`src/hw/rtl/scpc_pkg.sv`:
```
`timescale 1ns / 1ps

package scpc_pkg;

	localparam int BASE_W  = 10;
	localparam int LEN_W   = 16;
	localparam int COUNT_W = 64;
	localparam int FEW_W   = 16;
	localparam int FIN_W   = 10;
	localparam int PDATA_W = 32;
	localparam int PADDR_W = 3;

	// Register indexes, taken from paddr[2].
	localparam logic [0:0] REG_JUMP_BASE    = 1'b0;
	localparam logic [0:0] REG_STAIR_LENGTH = 1'b1;

	localparam logic [BASE_W-1:0] BASE_RESET = 10'd2;
	localparam logic [LEN_W-1:0]  LEN_RESET  = 16'd900;

	localparam logic [LEN_W-1:0] STEP_MAX = 16'hFFFF;
	localparam logic [FEW_W-1:0] FEW_MAX  = 16'hFFFF;

	typedef struct packed {
		logic step_blocked;
		logic new_staircase;
	} step_t;

	typedef struct packed {
		logic [COUNT_W-1:0] way_count;
		logic               reachable;
		logic [FEW_W-1:0]   fewest_jumps;
		logic [FIN_W-1:0]   final_jump;
		logic               final_step;
	} result_t;

	// Commands from the controller to the datapath.
	typedef struct packed {
		logic start;
		logic issue;
		logic finish;
	} cmd_t;

	// Status from the datapath to the controller.
	typedef struct packed {
		logic loop_more;
	} sts_t;

endpackage

```
`src/hw/rtl/scpc_ctrl.sv`:
```
`timescale 1ns / 1ps

module scpc_ctrl (
	input  logic           clk,
	input  logic           arst_n,
	input  logic           in_valid,
	output logic           in_ready,
	output logic           out_valid,
	input  logic           out_ready,
	input  scpc_pkg::sts_t sts,
	output scpc_pkg::cmd_t cmd
);

	typedef enum logic [2:0] {
		ST_IDLE = 3'b001,
		ST_RUN  = 3'b010,
		ST_DONE = 3'b100
	} state_t;

	state_t state_q, state_d;
	logic   out_vld_q, out_vld_d;

	always_comb begin
		state_d   = state_q;
		cmd       = '0;
		out_vld_d = out_vld_q;
		if (out_vld_q && out_ready) begin
			out_vld_d = 1'b0;
		end
		case (state_q)
			ST_IDLE: begin
				if (in_valid) begin
					cmd.start = 1'b1;
					state_d   = ST_RUN;
				end
			end
			ST_RUN: begin
				if (sts.loop_more) begin
					cmd.issue = 1'b1;
				end else begin
					state_d = ST_DONE;
				end
			end
			ST_DONE: begin
				// Wait for the result register to be free.
				if (!out_vld_q || out_ready) begin
					cmd.finish = 1'b1;
					out_vld_d  = 1'b1;
					state_d    = ST_IDLE;
				end
			end
			default: begin
				state_d = ST_IDLE;
			end
		endcase
	end

	always_ff @(posedge clk or negedge arst_n) begin
		if (!arst_n) begin
			state_q   <= ST_IDLE;
			out_vld_q <= 1'b0;
		end else begin
			state_q   <= state_d;
			out_vld_q <= out_vld_d;
		end
	end

	assign in_ready  = (state_q == ST_IDLE);
	assign out_valid = out_vld_q;

endmodule

```
`config.mk`:
```
export PLATFORM = sky130hd
export DESIGN_NAME = scpc_ctrl
export DESIGN_NICKNAME = d
export VERILOG_FILES = /design/src/hw/rtl/scpc_pkg.sv /design/src/hw/rtl/scpc_ctrl.sv
export SDC_FILE = /design/constraint.sdc
export NUM_CORES = 1
export LEC_CHECK = 0
export BUFFER_PORTS_ARGS = -buffer_cell sky130_fd_sc_hd__buf_2
export CAP_MARGIN = 20
export CORE_AREA = 8 8 45 47
export CTS_CLUSTER_DIAMETER = 60
export DETAILED_ROUTE_END_ITERATION = 10
export DIE_AREA = 0 0 53 55
export SLEW_MARGIN = 20
export SYNTH_ARGS = -nofsm -noshare
export SYNTH_HDL_FRONTEND = slang
export SYNTH_SLANG_ARGS = --single-unit
```
`constraint.sdc`:
```
create_clock -name clk -period 0.87 [get_ports clk]
set_input_delay 0.087 -clock clk [delete_from_list [all_inputs] [get_ports clk]]
set_output_delay 0.087 -clock clk [all_outputs]
set_load 0.01 [all_outputs]
```
==> results of run 1 <==
## cell usage after synthesis (all sizes together)
master,instances
a211oi,1
nand3b,2
and4bb,3
nor3b,2
or3b,1
a21oi,2
inv,3
o21a,1
nor3,1
dfrtp,3
o21ai,1
dfstp,1
## layout by cell type, fill, tap and decap left out, drive strengths merged
master,n
inv,3
o21a,1
dfrtp,3
clkbuf,4
nor3,1
buf,18
or3b,1
nor3b,2
a21oi,2
dlygate4sd3,1
o21ai,1
and4bb,3
dfstp,1
a211oi,1
nand3b,2
## cell families (layout without fill, tap and decap cells)
| kind of cell | after synthesis | in the layout | synth area share, % |
|---|---|---|---|
| simple gates | 9 | 9 | 34.9 |
| compound gates | 5 | 5 | 16.7 |
| flops | 4 | 4 | 43.5 |
| buf+inv | 3 | 26 | 4.84 |
## final timing paths
check | startpoint | to | cells past startpoint
max in group asynchronous | arst_n | state_q[0] | 2
setup reg to reg | state_q[2] | state_q[0] | 5
hold / removal | out_ready | out_valid | 2
min in group asynchronous | arst_n | out_valid | 2
setup / recovery | state_q[0] | cmd[0] | 3
hold reg to reg | state_q[0] | state_q[1] | 2
## state kept, by name, indices dropped and copies added, names as in the netlist
signal     flops
state_q        3
out_valid      1
## repair_timing
action / 4_1_cts / 5_1_grt
cloned: 0 / 0
endpoints found under the hold margin: 4 / 0
setup buffers: 2 / 3
gates resized for setup: 11 / 1
pin swaps: 3 / 2
setup endpoints to repair: 9 / 9
hold buffers: 1 / 0
## layout make-up
cell class                 instances  area, um2
multi-input combinational         14        131
timing repair buffer              19        160
tap                               16       20.0
sequential                         4        101
fill                             152        933
clock buffer                       4       26.3
inverter                           3       11.3
## routing by layer
layer  share of wire, %  vias up  wire length (um)
li1                   -      124                 -
met3                 12        3                91
met2                 48       10               367
met1                 36      111               274
met5                  0        -                 0
met4                4.1        0                31
## power by group through the flow
stage	clock (mW)	sequential [mW]	combinational, mW
floorplan	0	0.319	0.203
global route	0.303	0.328	0.635
global placement	0	0.305	0.415
finish	0.276	0.314	0.578
detailed placement	0	0.309	0.417
CTS	0.287	0.317	0.551
## critical path, cell delays in order (launching register included)
cell     delay, ps
dfstp_2        390
or3b_4         400
a21oi_2        100
buf_2          130
==> results.py, run 1 <==
metrics = {
    "flow_run": {
        "maxCapViolations": 0,
    },
    "global_routing": {
        "grt_use_met3_pct": 4.55,
        "grt_overflow": 0,
        "grtUsageMet2_pct": 9.18,
        "grt_max_degree": 9,
        "grt_usage_pct": 6.19,
        "antenna_found_initial": 0,
        "top_usage_layer": "met2",
        "grt_pass1_wl_um": 1190,
        "first_global_vias": 287,
        "gr-usage-met1_pct": 5.20,
    },
    "drt": {
        "routedWlPerCell_um": 12.7,
        "viasPerCell": 4.13,
        "ant_nets": 0,
        "drt-initial-drc-count": 1,
        "wirelength_um": 763,
        "first_pass_iters": 2,
        "drc": 0,
        "via_count": 248,
    },
    "sta": {
        "finalSetupTns_ps": -2380,
        "fin_crit_sh_pct": 156,
        "final_max_slew_viol_count": 0,
        "hold_viol": 0,
        "fin_hold_ws_ps": 78.2,
        "setup_viol": 9,
        "worst_clock_skew_ps": 3.74,
        "max_freq_mhz": 736,
        "tightest_slew_ps": 246,
        "rsz0062_at_grt": "yes",
        "period_needed_ps": 1360,
        "setup_slack_ps": -489,
        "relSlewSlack_pct": 83.6,
    },
    "yosys": {
        "synth_top_area_share_pct": 32.3,
        "synth_nets": 26,
        "synth-seq-cells": 4,
        "yosys_warnings": 0,
        "syn_inst": 21,
        "yosysSeqAreaShare_pct": 43.5,
        "synth_area_leaders": "dfrtp_1 (32%), and4bb_2 (16%), dfstp_2 (11%)",
        "synth_area_um2": 233,
        "synth_top_area_cell": "dfrtp_1",
        "syn_avg_cell_area_um2": 11.1,
        "synth_cell_type_count": 13,
    },
    "floorplanning": {
        "ioPinCount": 10,
        "core_region_area_um2": 1380,
        "rows": 14,
        "fp.dieH_um": 55,
        "dieArea_um2": 2920,
        "initial_utilization_pct": 16.8,
        "die_x_um": 53,
    },
    "clock_tree": {
        "ctsHtreeMaxLevel": 1,
        "clk_pin_slew_ps": 40,
        "cts_buffers": 3,
        "cts_root_buf": "clkbuf_4",
        "cts_tree": "done",
        "clock_path_buffers": 2,
        "clk_latency_ps": 250,
        "cts.sinks": 4,
    },
    "final_layout": {
        "drive_gt1_share_pct": 68.2,
        "final_nets": 50,
        "syn2layout_area_growth_pct": 93.5,
        "antennaDiodeCount": 0,
        "finish.utilization_pct": 32.5,
        "instances_no_fill": 60,
        "design_area_um2": 450,
    },
    "placed_design": {
        "dp_cells": 51,
        "dpl_cell_area_um2": 335,
        "io_buffers": 9,
        "dp_hpwl_um": 468,
        "dp_slack_ps": -253,
        "place.gp.congestion": 0.724,
    },
    "pwr": {
        "combPwrFrac_pct": 49.5,
        "p_total_mw": 1.17,
        "p_leak_nw": 0.213,
        "internal-power_mw": 0.785,
        "power_density_nw_per_um2": 2590,
        "clkPwrFrac_pct": 23.6,
        "p_sw_mw": 0.383,
        "swShare_pct": 32.8,
        "power_frac_seq_pct": 26.9,
        "ir_worst_vdd_mv": 0.802,
    },
    "worst_setup_path": {
        "ff2ff_setup_slack_ps": -330,
        "start_kind": "flop",
        "arrival_ps": 1270,
        "cp.required_ps": 780,
        "critPathMaxFanout": 7,
        "endpoint_kind": "output pin",
        "critical_path_class": "reg -> out",
    },
    "hold_path": {
        "hp-class": "in -> reg",
    },
    "outcome": {
        "violations": "setup timing",
        "status": "finished with violations",
    },
}
Power figures use the tool's default switching activity.
==> inputs of run 2 (changes only) <==
- BUFFER_PORTS_ARGS: -buffer_cell sky130_fd_sc_hd__buf_2 -> default
- DONT_BUFFER_PORTS: default -> 1
- SKIP_LAST_GASP: default -> 1
==> results.py, run 2 (synthesized netlist as in run 1, its figures left out) <==
metrics = {
    "outcome": {
        "status": "finished with violations",
        "violations": "setup timing",
    },
    "floorplanning": {
        "initial_utilization_pct": 16.8,
        "ioPinCount": 10,
        "die_x_um": 53,
        "core_region_area_um2": 1380,
        "dieArea_um2": 2920,
        "rows": 14,
        "fp.dieH_um": 55,
    },
    "sta": {
        "relSlewSlack_pct": 85.4,
        "setup_viol": 8,
        "rsz0062_at_grt": "yes",
        "period_needed_ps": 1270,
        "fin_crit_sh_pct": 146,
        "hold_viol": 0,
        "worst_clock_skew_ps": 4.92,
        "max_freq_mhz": 788,
        "setup_slack_ps": -400,
        "tightest_slew_ps": 218,
        "final_max_slew_viol_count": 0,
    },
    "drt": {
        "viasPerCell": 4.27,
        "ant_nets": 0,
        "drc": 0,
        "routedWlPerCell_um": 12.2,
        "first_pass_iters": 1,
        "drt-initial-drc-count": 0,
        "wirelength_um": 636,
        "via_count": 222,
    },
    "final_layout": {
        "drive_gt1_share_pct": 66.7,
        "num-fill-cells": 151,
        "syn2layout_area_growth_pct": 75.8,
        "regMostFlops": "state_q",
        "finish.utilization_pct": 29.6,
        "final_nets": 42,
        "layout_commonest_cell": "buf_4",
        "antennaDiodeCount": 0,
        "layout_common_cells": "buf_4 (5), buf_6 (4), and4bb_2 (3), clkbuf_4 (3), dfrtp_1 (3)",
        "largest_register_ffs": 3,
    },
    "worst_setup_path": {
        "start_kind": "flop",
        "critPathMaxFanout": 5,
        "cp.required_ps": 780,
        "r2r_start": "state_q[0]",
        "path_cells": "or3b_4 -> a21oi_4",
        "endpoint_kind": "output pin",
        "reg2regPathDepth": 4,
        "r2r_end": "state_q[0]",
        "max_stage_delay_ps": 410,
        "ff2ff_setup_slack_ps": -190,
        "critical_path_class": "reg -> out",
        "worstSetupEndpoint": "cmd[0]",
        "arrival_ps": 1180,
        "cp_slowest_cell": "or3b_4",
        "crit_start": "state_q[0]",
    },
    "hold_path": {
        "hp-start": "sts",
        "hp-class": "in -> reg",
    },
    "pwr": {
        "p_leak_nw": 0.175,
        "ir_worst_vdd_mv": 0.637,
        "power_density_nw_per_um2": 2730,
        "p_total_mw": 1.12,
    },
    "global_routing": {
        "grt_pass1_wl_um": 1080,
        "antenna_found_initial": 0,
        "first_global_vias": 250,
        "grt_overflow": 0,
        "grt_usage_pct": 5.31,
        "grt_max_degree": 8,
    },
    "flow_run": {
        "maxCapViolations": 0,
    },
    "clock_tree": {
        "cts.sinks": 4,
        "cts_buffers": 3,
        "clk_latency_ps": 230,
        "clock_path_buffers": 2,
        "clk_pin_slew_ps": 40,
        "cts_tree": "done",
        "ctsHtreeMaxLevel": 1,
        "cts_root_buf": "clkbuf_4",
    },
    "placed_design": {
        "io_buffers": 0,
        "place.gp.congestion": 0.692,
        "dp_hpwl_um": 497,
    },
}
## run 2: final cells by class
class | count | area [um2] | share of cell area [%]
Sequential cell | 4 | 101 | 24.8
Inverter | 3 | 11.3 | 2.75
Multi-Input combinational cell | 14 | 148 | 36.1
Timing Repair Buffer | 11 | 103 | 25.1
Tap cell | 16 | 20.0 | 4.89
Clock buffer | 4 | 26.3 | 6.42
## run 2: worst max-delay path, delay by kind of cell (launching register included)
family,cells,cell delay (ps)
flops,1,390
simple gates,1,410
compound gates,1,150
## run 2: worst min path at each step
stage	slack [ps]	end	cells past startpoint
floorplan	-210	out_valid	0
global placement	-210	state_q[2]	0
detailed placement	-210	state_q[2]	0
CTS	10	state_q[1]	2
global route	20	state_q[1]	2
finish	20	state_q[1]	2
## run 2: metrics by stage
| stage | TNS [ps] | setup WS (ps) | std cells | hold slack (ps) | cell area, um2 |
|---|---|---|---|---|---|
| CTS | -2100 | -410 | 51 | 14.0 | 390 |
| global placement | -954 | -164 | 44 | -208 | 305 |
| finish | -2090 | -400 | 52 | 24.3 | 409 |
| global route | -2550 | -474 | 52 | 22.9 | 409 |
| detailed placement | -989 | -171 | 44 | -208 | 305 |
| floorplan | -549 | -157 | 21 | -209 | 233 |
## run 2: power by group
part | switching [mW] | internal, mW
registers | 0.0574 | 0.255
logic | 0.214 | 0.338
clock network | 0.0790 | 0.172
total | 0.351 | 0.766
## run 2: repair_timing
item,CTS,global route
setup buffers,2,1
pin swaps,4,4
endpoints found under the hold margin,5,0
endpoints found under the setup margin,8,9
gates resized for setup,8,4
hold buffers,2,0
## run 2: metal layers
metal | wire (um) | vias to the layer above | GRT usage [%]
met5 | 0 | - | 0
met4 | 0 | 0 | 2.59
met3 | 109 | 0 | 6.15
met2 | 288 | 7 | 7.23
met1 | 238 | 107 | 4.73
li1 | - | 108 | -
