<file path="config.mk">
export PLATFORM = sky130hd
export DESIGN_NAME = scpc_cfg
export DESIGN_NICKNAME = d
export VERILOG_FILES = /design/src/hw/rtl/scpc_pkg.sv /design/src/hw/rtl/scpc_cfg.sv
export SDC_FILE = /design/constraint.sdc
export NUM_CORES = 1
export LEC_CHECK = 0
export BUFFER_PORTS_ARGS = -buffer_cell sky130_fd_sc_hd__buf_2
export CORE_UTILIZATION = 40
export CTS_BUF_LIST = sky130_fd_sc_hd__clkbuf_8 sky130_fd_sc_hd__clkbuf_16
export DETAILED_ROUTE_END_ITERATION = 16
export PLACE_DENSITY = 0.82
export SETUP_SLACK_MARGIN = 0.02
export SLEW_MARGIN = 20
export SYNTH_ARGS = -nofsm -noshare
export SYNTH_HDL_FRONTEND = slang
export SYNTH_SLANG_ARGS = --single-unit
export TNS_END_PERCENT = 100
</file>
<file path="constraint.sdc">
create_clock -name clk -period 0.8 [get_ports clk]
set_input_delay 0.04 -clock clk [delete_from_list [all_inputs] [get_ports clk]]
set_output_delay 0.04 -clock clk [all_outputs]
set_load 0.02 [all_outputs]
</file>
<file path="src/hw/rtl/scpc_pkg.sv">
`timescale 1ns / 1ps

package scpc_pkg;

	localparam int BASE_W  = 10;
	localparam int LEN_W   = 16;
	localparam int COUNT_W = 64;
	localparam int FEW_W   = 16;
	localparam int FIN_W   = 10;
	localparam int PDATA_W = 32;
	localparam int PADDR_W = 3;

	// Register indexes, taken from paddr[2].
	localparam logic [0:0] REG_JUMP_BASE    = 1'b0;
	localparam logic [0:0] REG_STAIR_LENGTH = 1'b1;

	localparam logic [BASE_W-1:0] BASE_RESET = 10'd2;
	localparam logic [LEN_W-1:0]  LEN_RESET  = 16'd900;

	localparam logic [LEN_W-1:0] STEP_MAX = 16'hFFFF;
	localparam logic [FEW_W-1:0] FEW_MAX  = 16'hFFFF;

	typedef struct packed {
		logic step_blocked;
		logic new_staircase;
	} step_t;

	typedef struct packed {
		logic [COUNT_W-1:0] way_count;
		logic               reachable;
		logic [FEW_W-1:0]   fewest_jumps;
		logic [FIN_W-1:0]   final_jump;
		logic               final_step;
	} result_t;

	// Commands from the controller to the datapath.
	typedef struct packed {
		logic start;
		logic issue;
		logic finish;
	} cmd_t;

	// Status from the datapath to the controller.
	typedef struct packed {
		logic loop_more;
	} sts_t;

endpackage

</file>
<file path="src/hw/rtl/scpc_cfg.sv">
`timescale 1ns / 1ps

module scpc_cfg (
	input  logic                               clk,
	input  logic                               arst_n,
	input  logic                               psel,
	input  logic                               penable,
	input  logic                               pwrite,
	input  logic [scpc_pkg::PADDR_W-1:0]       paddr,
	input  logic [scpc_pkg::PDATA_W-1:0]       pwdata,
	output logic [scpc_pkg::PDATA_W-1:0]       prdata,
	output logic                               pready,
	output logic [scpc_pkg::BASE_W-1:0]        jump_base,
	output logic [scpc_pkg::LEN_W-1:0]         stair_length
);

	logic [scpc_pkg::BASE_W-1:0] base_q;
	logic [scpc_pkg::LEN_W-1:0]  len_q;
	logic [0:0]                  reg_idx;
	logic                        wr_en;

	assign pready  = 1'b1;
	assign reg_idx = paddr[2:2];
	assign wr_en   = psel && penable && pwrite && pready;

	always_ff @(posedge clk or negedge arst_n) begin
		if (!arst_n) begin
			base_q <= scpc_pkg::BASE_RESET;
			len_q  <= scpc_pkg::LEN_RESET;
		end else if (wr_en) begin
			case (reg_idx)
				scpc_pkg::REG_JUMP_BASE: begin
					base_q <= pwdata[scpc_pkg::BASE_W-1:0];
				end
				scpc_pkg::REG_STAIR_LENGTH: begin
					len_q <= pwdata[scpc_pkg::LEN_W-1:0];
				end
				default: begin
				end
			endcase
		end
	end

	always_comb begin
		case (reg_idx)
			scpc_pkg::REG_JUMP_BASE:    prdata = scpc_pkg::PDATA_W'(base_q);
			scpc_pkg::REG_STAIR_LENGTH: prdata = scpc_pkg::PDATA_W'(len_q);
			default:                    prdata = '0;
		endcase
	end

	assign jump_base    = base_q;
	assign stair_length = len_q;

endmodule

</file>
==> run metrics, run 1 <==
All-Layer GR Usage approximately 20%; failing checks negative setup slack; Final Hold Vio Count 0; area delta synth->final 79.49%; Reg2Reg Depth 3; Post-synth top cells dfrtp_1 (21), mux2_4 (20), buf_4 (17), mux2_2 (16), and2_1 (6); first-pass GRT wire length between 5 and 6 mm; initial antenna violation count 0; count leader, synth dfrtp_1; crit start category flip-flop; post-synthesis instance area between 1000 and 1500 um^2; Syn Inst Count 93; final slew viol count 0; core occupancy in the finished layout 78.49%; CTS tree built; r2r startpoint stair_length[4]; post-synthesis sequential area ratio 47.64%; Peak VDD IR about 1.4 mV; reg-to-reg setup timing slack -0.23 ns; area of the multi-input gates around 700 um^2; layout cells sized above 1 79.59%; total gr overflow 0; status complete, but fails checks; die width just over 60 um; Vias/cell between 4 and 5; leading area contributor after synthesis dfrtp_1; DR vias roughly 1100; RSZ-0062 raised after global routing yes; vias in the first global route roughly 1100; top cells by area, synth dfrtp_1 (38%), mux2_4 (22%), mux2_2 (13%), dfstp_2 (9.5%), buf_4 (9.3%); Setup crit end kind output port; fraction of registers with async set/reset 100.0%; drt total wl 3.854 mm; DRC viols 0; Clock Latency Late Sink between 0.2 and 0.3 ns; Crit Path Class flip-flop to output port; Final #Nets about 240; CP Max Fanout 2; Row Count 20; pre-CTS setup slack -0.2086 ns; number of synthesized register bits 26; Initial Util 43.73%; Root Buffer clkbuf_8; Mean Syn Cell Area 14.83 um^2; CTS buffer count 3; Placer Congestion 0.7091; Ys Warns 0; # Max-Cap Violations 0; TritonRoute pass-1 iters 2; Tcrit/Tclk final 144.5%; I/O pin cnt between 90 and 100; post-synth top area share a little under two fifths; wire per inst between 15 and 20 um; Die Ht 60.71 um; Worst R2R End stair_length[4]; Static Leak approximately 1.3 nW; Post-synth top flop dfrtp_1; Unique masters post-synth 11; Critical Path AT ~1.1 ns; Fin Setup TNS -11.18 ns; Critical Path End prdata[4]; pwr/cell area ~2500 nW/um^2; Clock Tree Buf Depth 2; post-route minimum period about 1.2 ns; diode count 0; overall die area 3686 um^2; crit path launch jump_base[4]; Post-synth EDFFs 0; Clock Pin Slew Worst Setup and Hold Paths ~0.090 ns; Worst EP required 0.76 ns; largest net degree at the start of global routing 27; H-tree depth 1; ANT nets after route 0; placeable core region 3153 um^2; Setup Skew 0 ns; # fillers 177; hpwl dp 2.066 mm; Iter 0 DRT Violations 13; FMAX 0.8652 GHz; Port Buffers 63; final setup margin -0.3559 ns; Sequential cell area roughly 660 um^2; Setup Viol. Count Final 66; number of clock sinks 26; Worst Hold Class input port to flip-flop
==> timing repair <==
action                                  4_1_cts  5_1_grt
setup buffers                                21       17
gates resized for setup                     100       29
gates cloned                                  0        0
pin swaps                                     3        0
endpoints found under the setup margin       47       65
hold buffers                                  1        4
endpoints found under the hold margin        22        4
==> worst min path at each step <==
stage	end	cells after the start	slack, ns	startpoint
after CTS	stair_length[15]	2	-0.0007	pwdata[15]
after detailed placement	jump_base[4]	2	0.05	arst_n
after global routing	stair_length[15]	2	0.001	pwdata[15]
after floorplan	jump_base[0]	0	-0.26	arst_n
after global placement	stair_length[1]	2	0.04	arst_n
final	stair_length[15]	2	0.008	pwdata[15]
==> per-layer routing <==
| metal | wire length, um | track usage (%) | part of all wire, % | up-vias |
|---|---|---|---|---|
| met2 | 2063 | 35.64 | 54 | 55 |
| met5 | 0 | 0 | 0 | - |
| li1 | - | - | - | 489 |
| met3 | 220 | 4.264 | 5.7 | 4 |
| met1 | 1536 | 24.63 | 40 | 530 |
| met4 | 34 | 6.818 | 0.88 | 0 |
==> power by group <==
group / total [mW] / switching [mW] / internal (mW)
clock network: 0.732 / 0.389 / 0.343
logic: 3.45 / 1.36 / 2.09
registers: 1.93 / 0.268 / 1.66
total: 6.11 / 2.02 / 4.09
==> registers in the layout (all words and copies together) (netlist names) <==
signal / cells
jump_base: 10
stair_length: 16
==> through the flow <==
step | area, um^2 | total power, mW | hold WS (ns) | cells
floorplan | 1488 | 3.259 | -0.2556 | 108
global placement | 1760 | 3.778 | 0.03964 | 201
detailed placement | 1760 | 3.822 | 0.05219 | 201
CTS | 2291 | 5.684 | -0.0007060 | 227
global route | 2475 | 6.391 | 0.0009547 | 240
finish | 2475 | 6.105 | 0.007688 | 240
==> layout make-up <==
type                    count  share of cell area, %
well taps                  44                  2.224
clock buffers               3                  1.668
flip-flops and latches     26                  26.79
multi-input cells          61                  27.60
clock inverters             1                 0.1517
repair buffers            105                  41.56
==> logic make-up (layout without fill, tap and decap cells) <==
family,after synthesis,count (layout),share of synthesized area (%)
and+or+nand+nor,8,8,4.901
buffers and inverters,21,109,12.07
DFF,26,26,47.64
other,2,17,0.5447
muxes,36,36,34.85
==> cells in the final DEF, fill, tap and decap left out <==
| cell type | instances |
|---|---|
| and2_4 | 6 |
| buf_12 | 2 |
| buf_2 | 21 |
| buf_4 | 9 |
| buf_6 | 68 |
| clkbuf_8 | 3 |
| conb_1 | 17 |
| dfrtp_1 | 16 |
| dfrtp_2 | 5 |
| dfstp_2 | 5 |
| dlygate4sd3_1 | 5 |
| inv_1 | 1 |
| mux2_2 | 1 |
| mux2_4 | 35 |
| nand4_4 | 1 |
| nand4b_1 | 1 |
==> worst max-delay path, stage by stage (launching register included) <==
cell	delay [ns]
dfrtp_1	0.42
mux2_4	0.30
buf_6	0.13
No activity file was read; power rests on OpenSTA's default activity.
==> inputs of run 2 (changes only) <==
--- a/config.mk
+++ b/config.mk
@@ -10,6 +10,7 @@
 export CTS_BUF_LIST = sky130_fd_sc_hd__clkbuf_8 sky130_fd_sc_hd__clkbuf_16
 export DETAILED_ROUTE_END_ITERATION = 16
 export PLACE_DENSITY = 0.82
+export RECOVER_POWER = 100
 export SETUP_SLACK_MARGIN = 0.02
 export SLEW_MARGIN = 20
 export SYNTH_ARGS = -nofsm -noshare
==> run metrics, run 2 (same netlist as run 1, synthesis figures left out) <==
r2r startpoint stair_length[4] (unchanged); H-tree depth 1 (unchanged); Initial Util 43.73% (unchanged); final setup margin -0.3553 ns (was -0.3559 ns); post-route minimum period 1.155 ns (was 1.156 ns); ANT nets after route 0 (unchanged); Placer Congestion 0.7091 (unchanged); failing checks negative setup slack (unchanged); Worst EP required 0.76 ns (about the same); number of clock sinks 26 (unchanged); reg-to-reg setup timing slack -0.22 ns (was -0.23 ns); Setup crit end kind output port (unchanged); Worst Hold Class input port to flip-flop (unchanged); Setup Skew 0 ns (unchanged); Clock Tree Buf Depth 2 (unchanged); Port Buffers 63 (unchanged); WP buf/inv 1 (unchanged); All-Layer GR Usage 20.23% (unchanged); RSZ-0062 raised after global routing yes (unchanged); Critical Path End prdata[4] (unchanged); worst path cell trace mux2_4 > buf_6 (unchanged); Clock Latency Late Sink 0.26 ns (about the same); Row Count 20 (unchanged); overall die area 3686 um^2 (unchanged); Worst R2R End stair_length[4] (unchanged); Worst path max stage delay 0.42 ns (about the same); diode count 0 (unchanged); crit path launch jump_base[4] (unchanged); worst hold slack 0.007688 ns (unchanged); delay-heaviest family, CP flip-flops (unchanged); M1 WL 1.545 mm (was 1.536 mm); largest net degree at the start of global routing 27 (unchanged); Peak VDD IR 1.426 mV (was 1.427 mV); DRC viols 0 (unchanged); CP Max Fanout 2 (unchanged); Crit Path Class flip-flop to output port (unchanged); Setup Viol. Count Final 66 (unchanged); area delta synth->final 79.49% (unchanged); Vias/cell 4.483 (was 4.492); Fin Setup TNS -11.16 ns (was -11.18 ns); switch share 33.05% (was 33.06%); commonest non-fill, non-tap cell in the layout buf_6 (unchanged); DR WL met3 221 um (was 220 um); combinational share of power 56.5% (was 56.4%); status complete, but fails checks (unchanged); Critical Path AT 1.12 ns (about the same); wire per inst 16.08 um (was 16.06 um); DR vias 1076 (was 1078); first-pass GRT wire length 5.285 mm (unchanged); # Max-Cap Violations 0 (unchanged); total gr overflow 0 (unchanged); Static Leak 1.317 nW (about the same); crit start category flip-flop (unchanged); final slew viol count 0 (unchanged); die width 60.71 um (unchanged); layout cells sized above 1 79.59% (unchanged); I/O pin cnt 99 (unchanged); CTS tree built (unchanged); vias in the first global route 1073 (unchanged); Clock Pin Slew Worst Setup and Hold Paths 0.09 ns (about the same); drt total wl 3.860 mm (was 3.854 mm); initial antenna violation count 0 (unchanged); Internal 4.086 mW (was 4.087 mW); sw power 2.017 mW (was 2.018 mW); Die Ht 60.71 um (unchanged); Iter 0 DRT Violations 13 (unchanged); register share of total power 31.6% (about the same); pwr/cell area 2466 nW/um^2 (was 2467 nW/um^2); highest metal used met4 (unchanged); max reg flops 16 (unchanged); FMAX 0.8656 GHz (was 0.8652 GHz); critical path depth 2 (unchanged); CTS buffer count 3 (unchanged); Final Hold Vio Count 0 (unchanged); Root Buffer clkbuf_8 (unchanged); Tcrit/Tclk final 144.4% (was 144.5%); TritonRoute pass-1 iters 2 (unchanged); Final #Nets 237 (unchanged); hpwl dp 2.066 mm (unchanged); slowest CP cell dfrtp_1 (unchanged); Reg2Reg Depth 3 (unchanged); most frequent cells in the layout buf_6 (68), mux2_4 (35), buf_2 (21) (unchanged); DR WL met2 2.059 mm (was 2.063 mm); clock share of power 12.0% (about the same); total power draw 6.104 mW (was 6.105 mW); placeable core region 3153 um^2 (unchanged)
-- run 2: cell count changes in the layout (fill, tap and decap cells not counted), sizes merged --
cell / previous run / this run
buf: 100 / 99
clkbuf: 3 / 4
-- run 2: cell type report --
class,instances,area [um^2]
clock buffer,3,41.29
sequential,26,663.1
timing repair buffer,105,1028
clock inverter,1,3.754
fill,177,678.2
multi-input combinational,61,683.2
tap,44,55.05
-- run 2: how the worst min path moves through the flow --
stage | from | to | slack [ns] | depth (start not counted)
detailed placement | arst_n | jump_base[4] | 0.05 | 2
CTS | pwdata[15] | stair_length[15] | -0.0007 | 2
global placement | arst_n | stair_length[1] | 0.04 | 2
finish | pwdata[15] | stair_length[15] | 0.008 | 2
global route | pwdata[15] | stair_length[15] | 0.001 | 2
floorplan | arst_n | jump_base[0] | -0.26 | 0
-- run 2: power by group through the flow --
stage,sequential [mW],combinational [mW],clock (mW)
2_1_floorplan,2.24,1.02,0
3_3_place_gp,1.88,1.89,0
3_5_place_dp,1.91,1.92,0
4_1_cts,1.89,3.05,0.746
5_1_grt,1.96,3.61,0.819
6_report,1.93,3.45,0.731
-- run 2: what timing repair did --
action	CTS	global route
endpoints found under the setup margin	47	65
pin swaps	3	0
buffers inserted	21	17
resized for setup	100	29
endpoints found under the hold margin	22	4
hold buffers	1	4
-- run 2: through the flow --
| step | util, % | cell area, um^2 | setup slack [ns] | instances |
|---|---|---|---|---|
| 5_1_grt | 78.49 | 2475 | -0.3810 | 240 |
| 2_1_floorplan | - | 1488 | -0.1054 | 108 |
| 6_report | 78.49 | 2475 | -0.3553 | 240 |
| 3_3_place_gp | 55.83 | 1760 | -0.1665 | 201 |
| 3_5_place_dp | 55.83 | 1760 | -0.2086 | 201 |
| 4_1_cts | 72.66 | 2291 | -0.3258 | 227 |
-- run 2: per-layer routing --
metal,GRT usage (%),vias up
li1,-,488
met1,24.63,529
met2,35.64,55
met3,4.264,4
met4,6.818,0
met5,0,-
